## src/rtl/hill_pkg.sv

```systemverilog
// ----------------------------------------------------------------------------
// hill_pkg: shared types, constants and helpers
// Word types, register indexes and the small modulo-26 arithmetic used by
// the key derivation and the decrypt datapath.
// ----------------------------------------------------------------------------
`default_nettype none

package hill_pkg;

  localparam int LetterW   = 5;
  localparam int Alpha     = 26;
  localparam int AlphaSq   = Alpha * Alpha;
  localparam int PadLetter = 25;

  // floor(2^16 / 26); the quotient estimate is at most one low for 11-bit values.
  localparam int RecipAlpha = 65536 / Alpha;

  // Inverse of the known plaintext matrix [[19,7],[7,4]] mod 26.
  localparam int InvP00 = 4;
  localparam int InvP01 = 19;
  localparam int InvP10 = 19;
  localparam int InvP11 = 19;

  // Cycles the key pipeline needs after a register change.
  localparam int KeySettle = 3;

  typedef logic [LetterW-1:0] letter_t;

  typedef logic [1:0] cfg_index_t;
  localparam cfg_index_t RegThFirst  = 2'd0;
  localparam cfg_index_t RegThSecond = 2'd1;
  localparam cfg_index_t RegHeFirst  = 2'd2;
  localparam cfg_index_t RegHeSecond = 2'd3;

  typedef struct packed {
    letter_t cipher_first;
    letter_t cipher_second;
    logic    second_present;
  } hill_in_t;

  typedef struct packed {
    letter_t plain_first;
    letter_t plain_second;
    logic    key_error;
  } hill_out_t;

  // Inverse key handed from the key unit to the datapath.
  typedef struct packed {
    logic    settling;
    letter_t ia;
    letter_t ib;
    letter_t ic;
    letter_t id;
    logic    key_error;
  } hill_key_t;

  // Values 26..31 act as the letter minus 26.
  function automatic letter_t letter(input logic [LetterW-1:0] v);
    letter_t r;
    if (v >= LetterW'(Alpha)) begin
      r = v - LetterW'(Alpha);
    end else begin
      r = v;
    end
    return r;
  endfunction

  // x mod 26 for x below 2048: reciprocal multiply, then one correction.
  function automatic letter_t mod26(input logic [10:0] x);
    logic [22:0] prod;
    logic [6:0]  q;
    logic [10:0] r;
    prod = 23'(x) * 23'(RecipAlpha);
    q    = prod[22:16];
    r    = x - 11'(q) * 11'(Alpha);
    if (r >= 11'(Alpha)) begin
      r = r - 11'(Alpha);
    end
    return r[LetterW-1:0];
  endfunction

  // Multiplicative inverse mod 26, zero when none exists.
  function automatic letter_t inv26(input letter_t d);
    letter_t r;
    case (d)
      5'd1:    r = 5'd1;
      5'd3:    r = 5'd9;
      5'd5:    r = 5'd21;
      5'd7:    r = 5'd15;
      5'd9:    r = 5'd3;
      5'd11:   r = 5'd19;
      5'd15:   r = 5'd7;
      5'd17:   r = 5'd23;
      5'd19:   r = 5'd11;
      5'd21:   r = 5'd5;
      5'd23:   r = 5'd17;
      5'd25:   r = 5'd25;
      default: r = 5'd0;
    endcase
    return r;
  endfunction

  // Additive inverse mod 26 of a reduced letter.
  function automatic letter_t neg26(input letter_t v);
    letter_t r;
    if (v == '0) begin
      r = '0;
    end else begin
      r = LetterW'(Alpha) - v;
    end
    return r;
  endfunction

endpackage

`default_nettype wire

```

## src/rtl/hill_key_unit.sv

```systemverilog
// ----------------------------------------------------------------------------
// hill_key_unit: key registers and inverse key derivation
// Holds the four known-pair cipher letters and derives the inverse key
// matrix through three register stages.
// ----------------------------------------------------------------------------
`default_nettype none

module hill_key_unit (
  input  wire                     clk,
  input  wire                     rst,
  input  wire                     cfg_valid,
  output logic                    cfg_ready,
  input  wire hill_pkg::cfg_index_t cfg_index,
  input  wire hill_pkg::letter_t  cfg_data,
  output hill_pkg::hill_key_t     key
);
  import hill_pkg::*;

  letter_t th_first, th_second, he_first, he_second;
  logic [1:0] busy;

  letter_t ka, kb, kc, kd;
  letter_t ka2, kb2, kc2, kd2, dinv;
  letter_t det;
  letter_t ia, ib, ic, id;
  logic    key_error;

  logic cfg_write;

  assign cfg_ready = 1'b1;
  assign cfg_write = cfg_valid && cfg_ready;

  always_ff @(posedge clk) begin
    if (rst) begin
      th_first  <= '0;
      th_second <= '0;
      he_first  <= '0;
      he_second <= '0;
      busy      <= 2'(KeySettle);
    end else begin
      if (cfg_write) begin
        unique case (cfg_index)
          RegThFirst:  th_first  <= cfg_data;
          RegThSecond: th_second <= cfg_data;
          RegHeFirst:  he_first  <= cfg_data;
          RegHeSecond: he_second <= cfg_data;
        endcase
        busy <= 2'(KeySettle);
      end else if (busy != '0) begin
        busy <= busy - 2'd1;
      end
    end
  end

  // Stage 1: key matrix K = C * inv(P).
  always_ff @(posedge clk) begin
    ka <= mod26(11'(letter(th_first)) * 11'(InvP00) + 11'(letter(he_first)) * 11'(InvP10));
    kb <= mod26(11'(letter(th_first)) * 11'(InvP01) + 11'(letter(he_first)) * 11'(InvP11));
    kc <= mod26(11'(letter(th_second)) * 11'(InvP00) + 11'(letter(he_second)) * 11'(InvP10));
    kd <= mod26(11'(letter(th_second)) * 11'(InvP01) + 11'(letter(he_second)) * 11'(InvP11));
  end

  // Stage 2: determinant and its inverse.
  assign det = mod26(11'(ka) * 11'(kd) + 11'(AlphaSq) - 11'(kb) * 11'(kc));

  always_ff @(posedge clk) begin
    ka2  <= ka;
    kb2  <= kb;
    kc2  <= kc;
    kd2  <= kd;
    dinv <= inv26(det);
  end

  // Stage 3: inverse key as adjugate times inverse determinant.
  always_ff @(posedge clk) begin
    ia        <= mod26(11'(kd2) * 11'(dinv));
    ib        <= mod26(11'(neg26(kb2)) * 11'(dinv));
    ic        <= mod26(11'(neg26(kc2)) * 11'(dinv));
    id        <= mod26(11'(ka2) * 11'(dinv));
    key_error <= (dinv == '0);
  end

  assign key.settling  = (busy != '0);
  assign key.ia        = ia;
  assign key.ib        = ib;
  assign key.ic        = ic;
  assign key.id        = id;
  assign key.key_error = key_error;

endmodule

`default_nettype wire

```

## src/rtl/hill_datapath.sv

```systemverilog
// ----------------------------------------------------------------------------
// hill_datapath: pair decrypt pipeline
// Input register, one matrix-vector product mod 26, output register.
// ----------------------------------------------------------------------------
`default_nettype none

module hill_datapath (
  input  wire                   clk,
  input  wire                   rst,
  input  wire hill_pkg::hill_key_t key,
  input  wire                   cipher_valid,
  output logic                  cipher_ready,
  input  wire hill_pkg::hill_in_t cipher,
  output logic                  plain_valid,
  input  wire                   plain_ready,
  output hill_pkg::hill_out_t   plain
);
  import hill_pkg::*;

  logic      a_valid;
  letter_t   a_c1, a_c2;
  logic      a_ready, b_ready, accept;
  hill_out_t result;

  assign b_ready      = !plain_valid || plain_ready;
  assign a_ready      = !a_valid || b_ready;
  assign cipher_ready = a_ready && !key.settling;
  assign accept       = cipher_valid && cipher_ready;

  always_ff @(posedge clk) begin
    if (rst) begin
      a_valid     <= 1'b0;
      plain_valid <= 1'b0;
    end else begin
      if (a_ready) begin
        a_valid <= accept;
      end
      if (b_ready) begin
        plain_valid <= a_valid;
      end
    end
  end

  always_ff @(posedge clk) begin
    if (accept) begin
      a_c1 <= letter(cipher.cipher_first);
      if (cipher.second_present) begin
        a_c2 <= letter(cipher.cipher_second);
      end else begin
        a_c2 <= LetterW'(PadLetter);
      end
    end
  end

  always_comb begin
    if (key.key_error) begin
      result.plain_first  = '0;
      result.plain_second = '0;
      result.key_error    = 1'b1;
    end else begin
      result.plain_first  = mod26(11'(key.ia) * 11'(a_c1) + 11'(key.ib) * 11'(a_c2));
      result.plain_second = mod26(11'(key.ic) * 11'(a_c1) + 11'(key.id) * 11'(a_c2));
      result.key_error    = 1'b0;
    end
  end

  always_ff @(posedge clk) begin
    if (a_valid && b_ready) begin
      plain <= result;
    end
  end

endmodule

`default_nettype wire

```

## src/rtl/hill_2x2_known_plaintext_decrypt.sv

```systemverilog
// ----------------------------------------------------------------------------
// hill_2x2_known_plaintext_decrypt: 2x2 Hill cipher decryptor
// Derives the key from the cipher letters of the known pairs TH and HE,
// inverts it modulo 26 and decrypts one letter pair per word.
// ----------------------------------------------------------------------------
//
//   Channel  Dir  Handshake                 Word
//   cipher   in   cipher_valid/cipher_ready hill_in_t  (cipher pair)
//   plain    out  plain_valid/plain_ready   hill_out_t (plain pair, key_error)
//   cfg      in   cfg_valid/cfg_ready       cfg_index + cfg_data (known letters)
//
// One cipher word is accepted per cycle unless the key settles or plain
// stalls; its plain word passes the input register and the result register.
// A waiting result lets one more word into the input register, then the
// input holds; back-pressure on plain reaches cipher_ready combinationally.
// Reset is synchronous and clears the four key registers to zero. After reset
// and after every configuration write, cipher_ready stays low while the
// three-stage key pipeline settles.
`default_nettype none

module hill_2x2_known_plaintext_decrypt (
  input  wire                       clk,
  input  wire                       rst,
  input  wire                       cipher_valid,
  output logic                      cipher_ready,
  input  wire hill_pkg::hill_in_t   cipher,
  output logic                      plain_valid,
  input  wire                       plain_ready,
  output hill_pkg::hill_out_t       plain,
  input  wire                       cfg_valid,
  output logic                      cfg_ready,
  input  wire hill_pkg::cfg_index_t cfg_index,
  input  wire hill_pkg::letter_t    cfg_data
);
  import hill_pkg::*;

  // Inverse key and the settling flag from the key unit.
  hill_key_t key;

  // The key unit recomputes the inverse key continuously from the stored
  // letters; only its settling window gates the datapath.
  hill_key_unit u_key (
    .clk       (clk),
    .rst       (rst),
    .cfg_valid (cfg_valid),
    .cfg_ready (cfg_ready),
    .cfg_index (cfg_index),
    .cfg_data  (cfg_data),
    .key       (key)
  );

  // The datapath multiplies each pair by the inverse key modulo 26 and
  // forces zeros with key_error when the key is singular.
  hill_datapath u_dp (
    .clk          (clk),
    .rst          (rst),
    .key          (key),
    .cipher_valid (cipher_valid),
    .cipher_ready (cipher_ready),
    .cipher       (cipher),
    .plain_valid  (plain_valid),
    .plain_ready  (plain_ready),
    .plain        (plain)
  );

endmodule

`default_nettype wire

```

## config.mk

```make
export PLATFORM = sky130hd
export DESIGN_NAME = hill_2x2_known_plaintext_decrypt
export DESIGN_NICKNAME = d
export VERILOG_FILES = /design/src/rtl/hill_pkg.sv /design/src/rtl/hill_key_unit.sv /design/src/rtl/hill_datapath.sv /design/src/rtl/hill_2x2_known_plaintext_decrypt.sv
export SDC_FILE = /design/constraint.sdc
export NUM_CORES = 2
export LEC_CHECK = 0
export BUFFER_PORTS_ARGS = -buffer_cell sky130_fd_sc_hd__buf_4
export CORE_ASPECT_RATIO = 0.5
export CORE_MARGIN = 2
export CORE_UTILIZATION = 25
export DETAILED_ROUTE_END_ITERATION = 6
export GPL_ROUTABILITY_DRIVEN = 0
export GPL_TIMING_DRIVEN = 0
export PLACE_DENSITY = 0.47
export SYNTH_ARGS = -nofsm -noshare
export SYNTH_HDL_FRONTEND = slang
export SYNTH_SLANG_ARGS = --single-unit
```

## constraint.sdc

```tcl
create_clock -name clk -period 13.2 [get_ports clk]
set_clock_uncertainty 0.05 [all_clocks]
set_input_delay 1.32 -clock clk [delete_from_list [all_inputs] [get_ports clk]]
set_output_delay 1.32 -clock clk [all_outputs]
set_load 0.05 [all_outputs]
```

After elaboration in Yosys (flattened, before gate mapping)
Memory sizes are Yosys's and may differ from the RTL's. A register that Yosys moved wholly into a read port is not among the register bits. Index checks and enable logic that the tools add are counted.

Latch bits: 0. Memories kept: 1. Logic and storage cells: 159. Output and inout port bits: 14. Bits of input ports: 23. Register bits after elaboration: 106. RAM bits: 0. Memory bits (read-only): 160.

Shift operators: 0. Equality and inequality tests: 3. Divide/modulo/power cells: 0. Muxes and demuxes: 20. Bitwise logic cells: 0. $mul: 36. Add/subtract/negate cells: 39. $lt $le $gt $ge: 17. Reductions and logical operators: 18.

Memories: (no name shown) (words 32, bits a word 5, rd ports 1, clocked after memory_dff 1, wr ports 0, line hill_pkg.sv:85) `case (d)`.

Operators by type and width (number): 11-bit by 9-bit multiplier with 20-bit output (second input constant) (7); 11-bit by 5-bit greater-or-equal comparator with 1-bit output (second input constant) (11); 5-bit by 5-bit multiplier with 10-bit output (10); 5-bit two-way mux (19); 5-bit subtractor (second input constant) (17); 11-bit subtractor (7); 10-bit by 9-bit multiplier with 19-bit output (second input constant) (4); 7-bit by 4-bit multiplier with 10-bit output (second input constant) (7); 10-bit by 10-bit adder with 11-bit output (4); 10-bit by 11-bit subtractor with 11-bit output (4); 5-bit by 5-bit multiplier with 10-bit output (second input constant) (4); 6-bit by 4-bit multiplier with 10-bit output (second input constant) (4); 5-bit greater-or-equal comparator (second input constant) (6); 7-bit by 10-bit adder with 11-bit output (2); 5-bit logical NOT (3); 10-bit by 10-bit adder with 11-bit output (second input constant) (1); 11-bit by 10-bit subtractor with 11-bit output (1); 5-bit subtractor (first input constant) (2); 2-bit AND reduction (4); 2-bit == test (second input constant) (2); 1-bit logical AND (3); 1-bit logical NOT (3); 2-bit by 1-bit == test with 1-bit output (second input constant) (1); 2-bit logical NOT (1); 5 further kinds (6).

Logic depth before layout (Yosys ltp)
Depth after elaboration: 9. Mapped depth: 56. Gate-level depth less buffers: 56.

Cells and area by module
From an unflattened synthesis, not the netlist that was laid out.

Cell total of the unflattened synthesis: 4869. Area total of the unflattened synthesis: 43031.3 µm².

By module, submodules not included: hill_key_unit (sequential area each 1761.7 µm², instances 1, area each 32794.0 µm², cells each 3710); hill_datapath (sequential area each 670.6 µm², instances 1, area each 10237.3 µm², cells each 1159).

Least setup slack after synthesis
No wires, ideal clock.

Kind: reg2reg. Start point: register u_dp.a_c1[1]. End point: register u_dp.plain[10] (netlist name). Data arrival time: 11.361 ns. Period minus slack after synthesis: 11.671 ns. Stages on the path, launching flop included: 46. Path slack: 1.529 ns. Cell sequence: edfxtp_1 > and2_1 > fa_1 > fa_1 > fa_1 > inv_1 > fa_1 > fa_1 > inv_1 > ha_1 > a21oi_1 > o21bai_1 > a21o_1 > a21o_1 > a21o_1 > a21o_1 > xnor2_1 > inv_1 > [... 10 more ...] > a21oi_1 > xnor2_1 > ha_1 > inv_1 > fa_1 > inv_1 > ha_1 > a21o_1 > a21oi_1 > xnor2_1 > ha_1 > or3_1 > o21ai_0 > a21oi_1 > xor2_1 > nor4_1 > a21oi_1 > mux2_2.

Cells in the longest elaborated chain, start to end: 7. Elaborated cells between the ends (all ways): 8. Those cells by class: add/sub (3); mul (3); order compare (1); mux (1).

RTL lines: start: declaration (line hill_datapath.sv:21) `letter_t a_c1, a_c2;`; start signal: assignment (line hill_datapath.sv:46) `a_c1 <= letter(cipher.cipher_first);`; 5-bit by 5-bit multiplier with 10-bit output (*) (line hill_datapath.sv:61) `result.plain_first = mod26(11'(key.ia) * 11'(a_c1) + 11'(key.ib) * 11'(a_c2));`; 10-bit by 10-bit adder with 11-bit output (*) (line hill_datapath.sv:61); 11-bit by 9-bit multiplier with 20-bit output (line hill_pkg.sv:73) `prod = 23'(x) * 23'(RecipAlpha);`; 7-bit by 4-bit multiplier with 10-bit output (line hill_pkg.sv:75) `r = x - 11'(q) * 11'(Alpha);`; 11-bit subtractor (*) (line hill_pkg.sv:75); 11-bit by 5-bit greater-or-equal comparator with 1-bit output or 5-bit subtractor (tied branches) (line hill_pkg.sv:76, hill_pkg.sv:77); 5-bit two-way mux (*) (line hill_pkg.sv:76) `if (r >= 11'(Alpha)) begin`.

Every way passes the cells marked *; elsewhere a longest branch is shown, timed or not. A chain may end at the register's enable or synchronous reset.

Worst setup path in the final report
Start point: register u_key.ka[3]. End point: register u_key.dinv[3].

Cells in the longest elaborated chain, start to end: 8. Elaborated cells between the ends (all ways): 9. Those cells by class: add/sub (4); mul (3); order compare (1); mux (1).

RTL lines: start: declaration (line hill_key_unit.sv:22) `letter_t ka, kb, kc, kd;`; start signal: assignment (line hill_key_unit.sv:57) `ka <= mod26(11'(letter(th_first)) * 11'(InvP00) + 11'(letter(he_first)) * 11'(InvP10));`; 5-bit by 5-bit multiplier with 10-bit output (*) (line hill_key_unit.sv:64) `assign det = mod26(11'(ka) * 11'(kd) + 11'(AlphaSq) - 11'(kb) * 11'(kc));`; 10-bit by 10-bit adder with 11-bit output (*) (line hill_key_unit.sv:64); 11-bit by 10-bit subtractor with 11-bit output (*) (line hill_key_unit.sv:64); 11-bit by 9-bit multiplier with 20-bit output (line hill_pkg.sv:73); 7-bit by 4-bit multiplier with 10-bit output (line hill_pkg.sv:75); 11-bit subtractor (*) (line hill_pkg.sv:75); 11-bit by 5-bit greater-or-equal comparator with 1-bit output or 5-bit subtractor (tied branches) (line hill_pkg.sv:76, hill_pkg.sv:77); 5-bit two-way mux (*) (line hill_pkg.sv:76); end: declaration (line hill_key_unit.sv:23) `letter_t ka2, kb2, kc2, kd2, dinv;`.

Marked as above.

==> metrics.cfg <==
[clocking]
root_buffer=clkbuf_16
cts_tree=built
cts.htree.levels=3
cts_sinks=111
ctsHoldBuffers=0
clk_pin_slew_ns=0.11
cts_made_buffers=9
clock_insertion_delay_worst_skew_ns=0.44
clk_path_buf_depth=2

[floorplan]
die_h_um=296
boundaryPins=37
die_x_um=588
core_sq_mm=0.170
initial_core_util=0.251
placementRows=107
dieArea_sq_mm=0.174

[global_routing]
track_usage=0.0992
met1_usage=0.142
gr-max-usage-layer=met2
antenna_found_initial=8
overflow=0
grt_max_degree=22
use_met3=0.0135
grt_pass1_wl_um=144000
grtUsageMet2=0.164
grt_pass1_vias=29800

[sta]
setup_violations=0
fin_tns_setup_ns=0
hold_ws_ns=0.386
worstMarginPinSlew_ns=1.15
grt_setup_unrepaired=yes
max_freq_mhz=81.1
maxSlewViolCount=0
hold_viol_final=0
finalCritPeriodShare=0.934
period_needed_ns=12.33
max_slew_margin=0.225

[logic_synthesis]
synth_area_leaders=ha_1 30%, fa_1 25%, inv_1 12%, dfxtp_1 4.2%, xnor2_1 4.1%
netlist_instances=4795
ys_ff_latch=111
syn-cell-area_sq_mm=0.0426
ys.flop_type=dfxtp_1
synth_cell_types=89
async_flop_share=0
synth_edf_count=21
ys_warn_count=0
synth_top_area_frac=0.305
yosysTopAreaCell=ha_1
avgSynthCellArea_sq_um=8.89
seq_area_frac_synth=0.0571

[job]
max_cap_violations=0

[setup_path]
reg2reg_depth=48
r2r_setup_slack_ns=0.87
reg2reg_to=u_key.dinv[3]$_DFF_P_
r2r_start=u_key.ka[3]$_DFF_P_
cp_max_fo=10
arrival_ns=12.59
critPathLaunchType=flip-flop
path_class=flip-flop to flip-flop
crit_required_ns=13.46
cp_slowest_stage_delay_ns=0.56
crit_slowest_cell=fa_1
endpoint_kind=flip-flop

[layout]
seq_area_sq_mm=0.00244
syn_to_final_growth_pct=8.82
fillCellCount=18500
final_util=0.273
fin_nets=6449
largest_reg_flops=11
regMostFlops=u_dp.plain
multi_input_area_sq_mm=0.0352
drive_above_1_share=0.0290

[hold_path]
hold_class=flip-flop to flip-flop
hold_path_depth=0
min_to=u_key.kb2[0]$_DFF_P_
hold_path.startpoint=u_key.kb[0]$_DFF_P_

[place]
port-buffer-count=35
dp_hpwl_um=73800

[drt]
drtIter0Drc=684
wirelength_um=82200
drt_pre_antenna_iters=5
drcViolationCount=0
avgRoutedWirePerCell_um=11.5
via_count=29100
drtAntennaViolNets=0
viasPerCell=4.06

[outcome]
status=complete, no violations

[repair_timing]
| action | 4_1_cts | 5_1_grt |
|---|---|---|
| setup endpoints to repair | 0 | 26 |
| setup buffers | 0 | 5 |
| resized for setup | 0 | 38 |
[cells in the mapped netlist, types with 20 or more instances]
master and instances:
a211oi_1 20, a21boi_0 26, a21o_1 94, a21oi_1 202, a31oi_1 20, and2_1 171, dfxtp_1 90, edfxtp_1 21
fa_1 531, ha_1 1039, inv_1 1360, mux2i_1 35, nand2_1 170, nand3_1 23, nor2_1 156, nor2b_1 50
o21a_1 24, o21ai_0 96, o21bai_1 61, o31ai_1 21, or3_1 27, xnor2_1 201, xor2_1 104
[final cells by class]
cell class | count | share of cell area
Clock inverter | 6 | 0.00151
Antenna cell | 1 | 0.0000539
Timing Repair Buffer | 41 | 0.00680
Multi-Input combinational cell | 3311 | 0.760
Tap cell | 2289 | 0.0617
Clock buffer | 10 | 0.00515
Inverter | 1360 | 0.110
Buffer | 22 | 0.00245
Sequential cell | 111 | 0.0525
[how the worst max path moves through the flow]
stage                                         from                            to  slack [ns]  depth (start not counted)
floorplan                   u_dp.a_c1[1]$_DFFE_PP_  u_dp.plain[10]$_SDFFCE_PP0P_        1.53                         45
global placement    u_key.he_first[0]$_SDFFE_PP0P_           u_key.kb[2]$_DFF_P_        0.09                         52
detailed placement  u_key.he_first[0]$_SDFFE_PP0P_           u_key.kb[2]$_DFF_P_        0.10                         52
CTS                 u_key.he_first[0]$_SDFFE_PP0P_           u_key.kb[2]$_DFF_P_        0.02                         52
global route        u_key.he_first[1]$_SDFFE_PP0P_           u_key.kb[2]$_DFF_P_       -0.02                         54
finish                         u_key.ka[3]$_DFF_P_         u_key.dinv[3]$_DFF_P_        0.87                         48
[per-stage QoR]
step,cell area (sq um),std cells,worst slack (ns)
after global routing,46400,7150,-0.0247
final,46400,7151,0.873
after global placement,45800,7128,0.0852
after floorplan,42700,4804,1.53
after detailed placement,45800,7129,0.103
after CTS,46100,7145,0.0192
[per-layer routing]
layer | up-vias | routed length [um]
met4 | 12 | 424
met2 | 78 | 36400
met3 | 32 | 1520
met5 | - | 66
met1 | 13600 | 43900
li1 | 15300 | -
[layout by cell type, fill, tap and decap left out, types with 16 or more instances in the layout]
master | netlist | layout
a211oi_1 | 20 | 18
a21boi_0 | 26 | 26
a21o_1 | 94 | 94
a21oi_1 | 202 | 202
a31oi_1 | 20 | 20
and2_1 | 171 | 171
buf_4 | 1 | 41
clkbuf_1 | 17 | 17
dfxtp_1 | 90 | 87
edfxtp_1 | 21 | 21
fa_1 | 531 | 531
ha_1 | 1039 | 1039
inv_1 | 1360 | 1360
mux2i_1 | 35 | 35
nand2_1 | 170 | 169
nand2b_1 | 16 | 16
nand3_1 | 23 | 22
nor2_1 | 156 | 155
nor2b_1 | 50 | 49
nor3_1 | 19 | 18
o21a_1 | 24 | 24
o21ai_0 | 96 | 94
o21ai_1 | 14 | 16
o21bai_1 | 61 | 61
o31ai_1 | 21 | 20
or3_1 | 27 | 27
xnor2_1 | 201 | 192
xor2_1 | 104 | 96
[critical path, delay by kind of cell (launching register included)]
| family | cells | cell delay (ns) |
|---|---|---|
| buf+inv | 10 | 0.69 |
| flops | 1 | 0.48 |
| compound gates | 9 | 1.97 |
| xor+xnor | 3 | 0.40 |
| simple gates | 11 | 2.29 |
| fa+ha+maj | 15 | 6.28 |
[logic make-up after synthesis]
kind of cell,count (synthesis),share of synthesized area
AOI/OAI and AO/OA,674,0.105
xor gates and xnor gates,310,0.0650
adders and majority gates,1570,0.554
buffers and inverters,1382,0.122
DFF,111,0.0571
muxes,42,0.0103
other,2,0.000176
and+or+nand+nor,704,0.0856
Power is not shown: default switching activity piles up to over one toggle a cycle in this logic, so the estimate is an artifact.
